$ cat src/rcst_pkg.sv
// ----------------------------------------------------------------------------
// rcst_pkg
// Shared widths, codes and register map of the range combine segment tree.
// ----------------------------------------------------------------------------
package rcst_pkg;

  // Tree capacity and the widths that follow from it.
  localparam int MAX_LEAVES = 1024;
  localparam int NODE_DEPTH = 2 * MAX_LEAVES;
  localparam int NODE_AW    = $clog2(NODE_DEPTH);
  localparam int BOUND_W    = NODE_AW + 1;

  // Field widths.
  localparam int VALUE_W      = 64;
  localparam int INDEX_W      = 10;
  localparam int LEAF_COUNT_W = 11;

  // Configuration port.
  localparam int PADDR_W = 5;
  localparam int PDATA_W = 64;

  localparam logic [1:0] REG_LEAF_COUNT   = 2'd0;
  localparam logic [1:0] REG_COMBINE_MODE = 2'd1;
  localparam logic [1:0] REG_IDENTITY     = 2'd2;

  localparam logic MODE_SUM = 1'b0;
  localparam logic MODE_MAX = 1'b1;

  localparam logic CMD_UPDATE = 1'b0;
  localparam logic CMD_QUERY  = 1'b1;

endpackage

$ cat src/rcst_combine.sv
// ----------------------------------------------------------------------------
// rcst_combine
// The shared combine unit: wrapping 64-bit sum or signed 64-bit maximum.
// ----------------------------------------------------------------------------
module rcst_combine (
  input  logic                        mode,
  input  logic [rcst_pkg::VALUE_W-1:0] a,
  input  logic [rcst_pkg::VALUE_W-1:0] b,
  output logic [rcst_pkg::VALUE_W-1:0] y
);
  import rcst_pkg::*;

  logic [VALUE_W-1:0] sum;
  logic               a_wins;

  assign sum    = a + b;
  // On a tie the left operand is kept.
  assign a_wins = $signed(a) >= $signed(b);

  always_comb begin
    case (mode)
      MODE_MAX: y = a_wins ? a : b;
      default:  y = sum;
    endcase
  end

endmodule

$ cat config.mk
export PLATFORM = sky130hd
export DESIGN_NAME = rcst_combine
export DESIGN_NICKNAME = d
export VERILOG_FILES = /design/src/rcst_pkg.sv /design/src/rcst_combine.sv
export SDC_FILE = /design/constraint.sdc
export NUM_CORES = 1
export LEC_CHECK = 0
export BUFFER_PORTS_ARGS = -buffer_cell sky130_fd_sc_hd__buf_2
export CORE_UTILIZATION = 37
export DETAILED_ROUTE_END_ITERATION = 6
export SYNTH_ARGS = -nofsm -noshare
export SYNTH_HDL_FRONTEND = slang
export SYNTH_SLANG_ARGS = --single-unit
export TNS_END_PERCENT = 20
$ cat constraint.sdc
create_clock -name vclk -period 3.2
set_input_delay 0.16 -clock vclk [all_inputs]
set_output_delay 0.16 -clock vclk [all_outputs]
set_load 0.03 [all_outputs]
==> results.toml, run 1 <==
[timing]
layout_min_cycle_time_ps = 3473
final-hold-violation-count = 0
whs_ps = 724.1
grt_setup_unrepaired = "true"
slew_headroom_pct = 51.65
fin_ws_ps = -272.7
finalCritPeriodShare_pct = 108.5
worst_pin_slew_ps = 725.3
slew_violations = 0
setup_viol = 36
fmax_ghz = 0.2880

[min_path]
whs_endpoint = "y[22]"
hold_path_class = "input pin to output pin"
hp-start = "a[22]"
hold_path_depth = 4

[pwr]
switchingPower_uw = 1621
p_int_uw = 1496
cellLeakagePower_uw = 0.006016
clkPwrFrac_pct = 0
ir_worst_vdd_uv = 297.6
cellPowerDensity_nw_per_um2 = 250.6
p_seq_share_pct = 0
switching_share_pct = 52.00
power_frac_comb_pct = 100.0

[grt]
grt_pass1_wl_um = 41210
antenna_found_initial = 0
grt_max_degree = 109
grt_pass1_vias = 8837
grt_usage_pct = 27.03
grt_overflow_total = 0

[detailed_routing]
viasPerCell = 5.219
initialDrtViolationCount = 507
drc_errors = 0
routed_wirelength_um = 26740
first_pass_iters = 5
post_drt_wl_per_cell_um = 15.10
via_count = 9243
postRouteAntennaNets = 0

[logic_synthesis]
syn_inst = 1053
synth_warnings = 0
synthesis.nets = 1310
ys_top_cells_by_area = "ha_1 (24%), a21oi_1 (14%), nor2_1 (9.0%)"
yosys.area.top_type_share_pct = 23.69
synth.avg_cell_area_um2 = 6.369
synth_seq_area_share_pct = 0
synth_cell_types = 66
yosys.area.top_type = "ha_1"
synth_area_um2 = 6706

[clocking]
hold_buffers = 0

[setup_path]
worstPathMaxFanout = 4
crit_type = "input pin to output pin"
startpoint_type = "input pin"
cp.arrival_ps = 3310
end_kind = "output pin"
required_ps = 3040

[layout]
syn_to_final_growth_pct = 85.47
seq_cell_count = 0
regArea_um2 = 0
num_antenna_cells = 0
nClkBuffers = 0
final_net_count = 1805
final_util_pct = 71.17
drive_above_1_share_pct = 51.49

[die]
die_h_um = 136.6
die-area_um2 = 18670
ioPinCount = 193
coreArea_um2 = 17480
num_rows = 48
start_util_pct = 38.37
die_x_um = 136.6

[run_status]
status = "complete, but fails checks"
violations = "negative setup slack"

[place]
dpl.hpwl_um = 20630
gp_congestion = 0.9429
portBuffers = 193

[job]
max_cap_viol_count = 0
## layout make-up
class / instances / area, µm²
well taps: 225 / 281.5
repair buffers: 549 / 4285
multi-input cells: 871 / 7383
inverters: 126 / 488.0
fillers: 1376 / 5039
## worst max-delay path by stage
stage               depth (start not counted)  start  slack (ps)    end
floorplan                                  14   a[0]        -110  y[60]
global placement                           15   a[6]        -460  y[40]
detailed placement                         14   a[6]        -560  y[60]
CTS                                        17   a[0]        -270  y[60]
global route                               16   b[1]        -360  y[48]
finish                                     17   a[0]        -270  y[48]
## per-stage QoR
step	TNS, ps	area [µm²]	setup slack [ps]	power, µW	std cells
final	-2355	12440	-272.7	3117	1771
after global routing	-9311	12440	-364.4	3336	1771
after CTS	-2418	11840	-268.7	2914	1759
after detailed placement	-17990	10530	-557.5	2527	1739
after global placement	-16350	10530	-463.8	2507	1739
after floorplan	-1650	7049	-111.3	1534	1053
## repair_timing
| action | CTS | global route |
|---|---|---|
| pin swaps | 71 | 43 |
| buffers inserted | 21 | 11 |
| endpoints found under the setup margin | 64 | 64 |
| cloned | 1 | 1 |
| gates resized for setup | 268 | 109 |
## power groups by stage
| stage | clock (µW) | sequential [µW] | combinational [µW] |
|---|---|---|---|
| final | 0 | 0 | 3120 |
| after global routing | 0 | 0 | 3340 |
| after floorplan | 0 | 0 | 1530 |
| after detailed placement | 0 | 0 | 2530 |
| after global placement | 0 | 0 | 2510 |
| after CTS | 0 | 0 | 2910 |
## worst max-delay path: stages
cell	delay [ps]
buf_8	100
ha_4	150
inv_2	40
fa_2	200
nor2_2	40
o311a_1	310
o31a_1	280
a211o_4	300
o211a_4	250
o31a_1	270
buf_6	130
a41o_4	240
a311oi_2	280
xnor2_1	200
nor2_1	80
a21oi_2	150
buf_6	140
## cell families (layout without fill, tap and decap cells)
family	Yosys count	count (layout)	synth area share, %
muxes	24	24	3.806
AOI/OAI and AO/OA	357	357	33.23
xor gates and xnor gates	57	57	7.444
adders and majority gates	128	128	23.99
and+or+nand+nor	305	305	21.06
buffers and inverters	182	675	10.47
## cells in the mapped netlist, drive strengths merged, types with 6 or more instances
cell    number
nand2       30
nor2       161
nor2b       11
nor4        18
buf         15
nand2b       8
a21oi      181
mux2         9
a21o        13
xor2         8
a211oi      12
nor3        15
o21ai       45
clkbuf      41
xnor2       49
o31ai       14
mux2i       15
nand3       16
nand4       19
ha         127
inv        126
o21bai      35
or2          6
## layout by cell type (no fill, tap or decap), types with 9 or more instances in the layout
cell type,instances
a21o_1,13
buf_8,11
nand3_1,11
mux2i_4,12
xnor2_2,9
ha_1,95
xnor2_1,40
nor2_1,150
o21ai_2,9
o21bai_1,34
buf_6,73
nand2_1,24
nand4_1,19
nor3_1,11
buf_4,340
buf_2,117
o21ai_0,25
ha_4,31
nor4_1,13
nor2b_1,9
inv_1,102
a21oi_1,113
a21oi_2,67
inv_2,18
o21ai_1,9
## per-layer routing
metal	track usage (%)	vias to the layer above	wire length [µm]
li1	-	4664	-
met1	35.44	4300	11960
met2	49.80	250	13280
met3	1.222	29	1224
met4	2.901	0	274
met5	0	-	0
(Power assumes the default switching activity.)
==> run 2, diff against run 1 <==
==> constraint.sdc (replaced) <==
create_clock -name vclk -period 3.2
set_input_delay 0.64 -clock vclk [all_inputs]
set_output_delay 0.64 -clock vclk [all_outputs]
set_load 0.03 [all_outputs]
==> run 2 against run 1 <==
Against the previous run: the run still ends with negative setup slack left; combinational power rose by 7.1%; first-iteration DRC count fell by 17%; routed wire length rose by 7.3%; critical path depth fell by 2; setup slack got worse by 900 ps.
==> results.toml, run 2 (synthesized netlist as in run 1, its figures left out) <==
[run_status]
status = "complete, but fails checks"
violations = "negative setup slack"

[layout]
drive_above_1_share_pct = 53.98
final_net_count = 1878
final_cell_mix = "buf_4 (414), nor2_1 (145), a21oi_1 (109), inv_1 (107), buf_2 (105)"
nClkBuffers = 0
layout.cells.non_filler = 1846
seq_cell_count = 0
syn_to_final_growth_pct = 96.03
regArea_um2 = 0
mostFrequentLayoutCell = "buf_4"

[timing]
worst_pin_slew_ps = 726.2
fmax_ghz = 0.2285
fin_ws_ps = -1176
final-hold-violation-count = 0
layout_min_cycle_time_ps = 4376
finalCritPeriodShare_pct = 136.7
slew_violations = 0
slew_headroom_pct = 51.14
grt_setup_unrepaired = "true"
setup_viol = 64

[die]
die_h_um = 136.6
die-area_um2 = 18670
coreArea_um2 = 17480
die_x_um = 136.6
start_util_pct = 38.37
num_rows = 48
ioPinCount = 193

[place]
dpl.hpwl_um = 21590
placed_cells = 1803
gp_congestion = 0.9286
portBuffers = 193

[pwr]
cellPowerDensity_nw_per_um2 = 254.0
p_int_uw = 1645
p_seq_share_pct = 0
cellLeakagePower_uw = 0.006419
switching_share_pct = 50.75
power_uw = 3339
clkPwrFrac_pct = 0
power_frac_comb_pct = 100.0
ir_worst_vdd_uv = 174.1
switchingPower_uw = 1695

[detailed_routing]
routed_wirelength_um = 28690
post_drt_wl_per_cell_um = 15.54
drc_errors = 0
initialDrtViolationCount = 421
postRouteAntennaNets = 0
first_pass_iters = 5
via_count = 9664
viasPerCell = 5.235

[setup_path]
crit_type = "input pin to output pin"
worstPathMaxFanout = 5
cp-startpoint = "b[2]"
end_kind = "output pin"
endpoint = "y[60]"
startpoint_type = "input pin"
required_ps = 2560
cp.arrival_ps = 3740

[grt]
grt_usage_pct = 28.38
grt_pass1_vias = 9388
grt_overflow_total = 0
grt_pass1_wl_um = 43380
antenna_found_initial = 2
grt_max_degree = 37

[job]
max_cap_viol_count = 0

[min_path]
hp-start = "a[21]"
hold_path_class = "input pin to output pin"
## run 2: cell types whose count changed in the layout (fill, tap and decap cells not counted), moves of 4 or more
cell     before  now
inv_1       102  107
buf_6        73   79
buf_2       117  105
buf_4       340  414
nor2_1      150  145
nor2_2        8   12
ha_4         31   27
inv_2        18   11
a21oi_1     113  109
buf_12        5    9
## run 2: how the worst min path moves through the flow
stage	end	slack [ps]	cells past startpoint
after floorplan	y[10]	1540	2
after global placement	y[13]	1740	4
after detailed placement	y[15]	1750	4
after CTS	y[21]	1690	4
after global routing	y[21]	1710	4
final	y[21]	1690	4
## run 2: layer usage
layer	share of wire, %	wire [µm]	track usage (%)	vias to the layer above
met2	52	14920	53.58	284
met3	3.6	1030	0.9630	56
met5	0	0	0	-
met4	2.5	709	7.037	0
li1	-	-	-	4831
met1	42	12030	34.93	4493
## run 2: per-stage QoR
step           setup WS (ps)  instance area, µm²  hold slack [ps]  TNS (ps)  utilization (%)
4_1_cts                -1152               12270             1689    -64270            70.23
6_report               -1176               13150             1686    -67740            75.22
3_5_place_dp           -1403               11070             1751    -85350            63.37
3_3_place_gp           -1402               11070             1739    -84490            63.37
2_1_floorplan         -928.1                7147             1543    -56290                -
5_1_grt                -1291               13150             1713    -74480            75.22
## run 2: timing repair
| action | CTS | global route |
|---|---|---|
| gates resized for setup | 239 | 170 |
| endpoints found under the setup margin | 64 | 64 |
| gates cloned | 3 | 0 |
| pin swaps | 50 | 49 |
| buffers inserted | 23 | 18 |
| hold buffers | 0 | 0 |
## run 2: power by group through the flow
| stage | logic (µW) | clock network, µW | registers [µW] |
|---|---|---|---|
| floorplan | 1560 | 0 | 0 |
| global placement | 2620 | 0 | 0 |
| detailed placement | 2650 | 0 | 0 |
| CTS | 3050 | 0 | 0 |
| global route | 3560 | 0.0000836 | 0 |
| finish | 3340 | 0.0000836 | 0 |
## run 2: layout make-up
class / count / area (µm²)
tap: 225 / 281.5
antenna: 2 / 5.005
fill: 1308 / 4330
inverter: 126 / 498.0
timing repair buffer: 622 / 4954
multi-input combinational: 871 / 7408
## run 2: worst max-delay path: stages
cell	delay, ps
buf_2	90
inv_1	60
ha_1	340
nor2_2	60
o311a_1	320
o31a_1	260
a211o_4	270
o211a_4	250
o31a_1	290
a41o_4	260
nand3_4	90
a211oi_2	80
or3_4	390
a31oi_4	170
buf_6	150
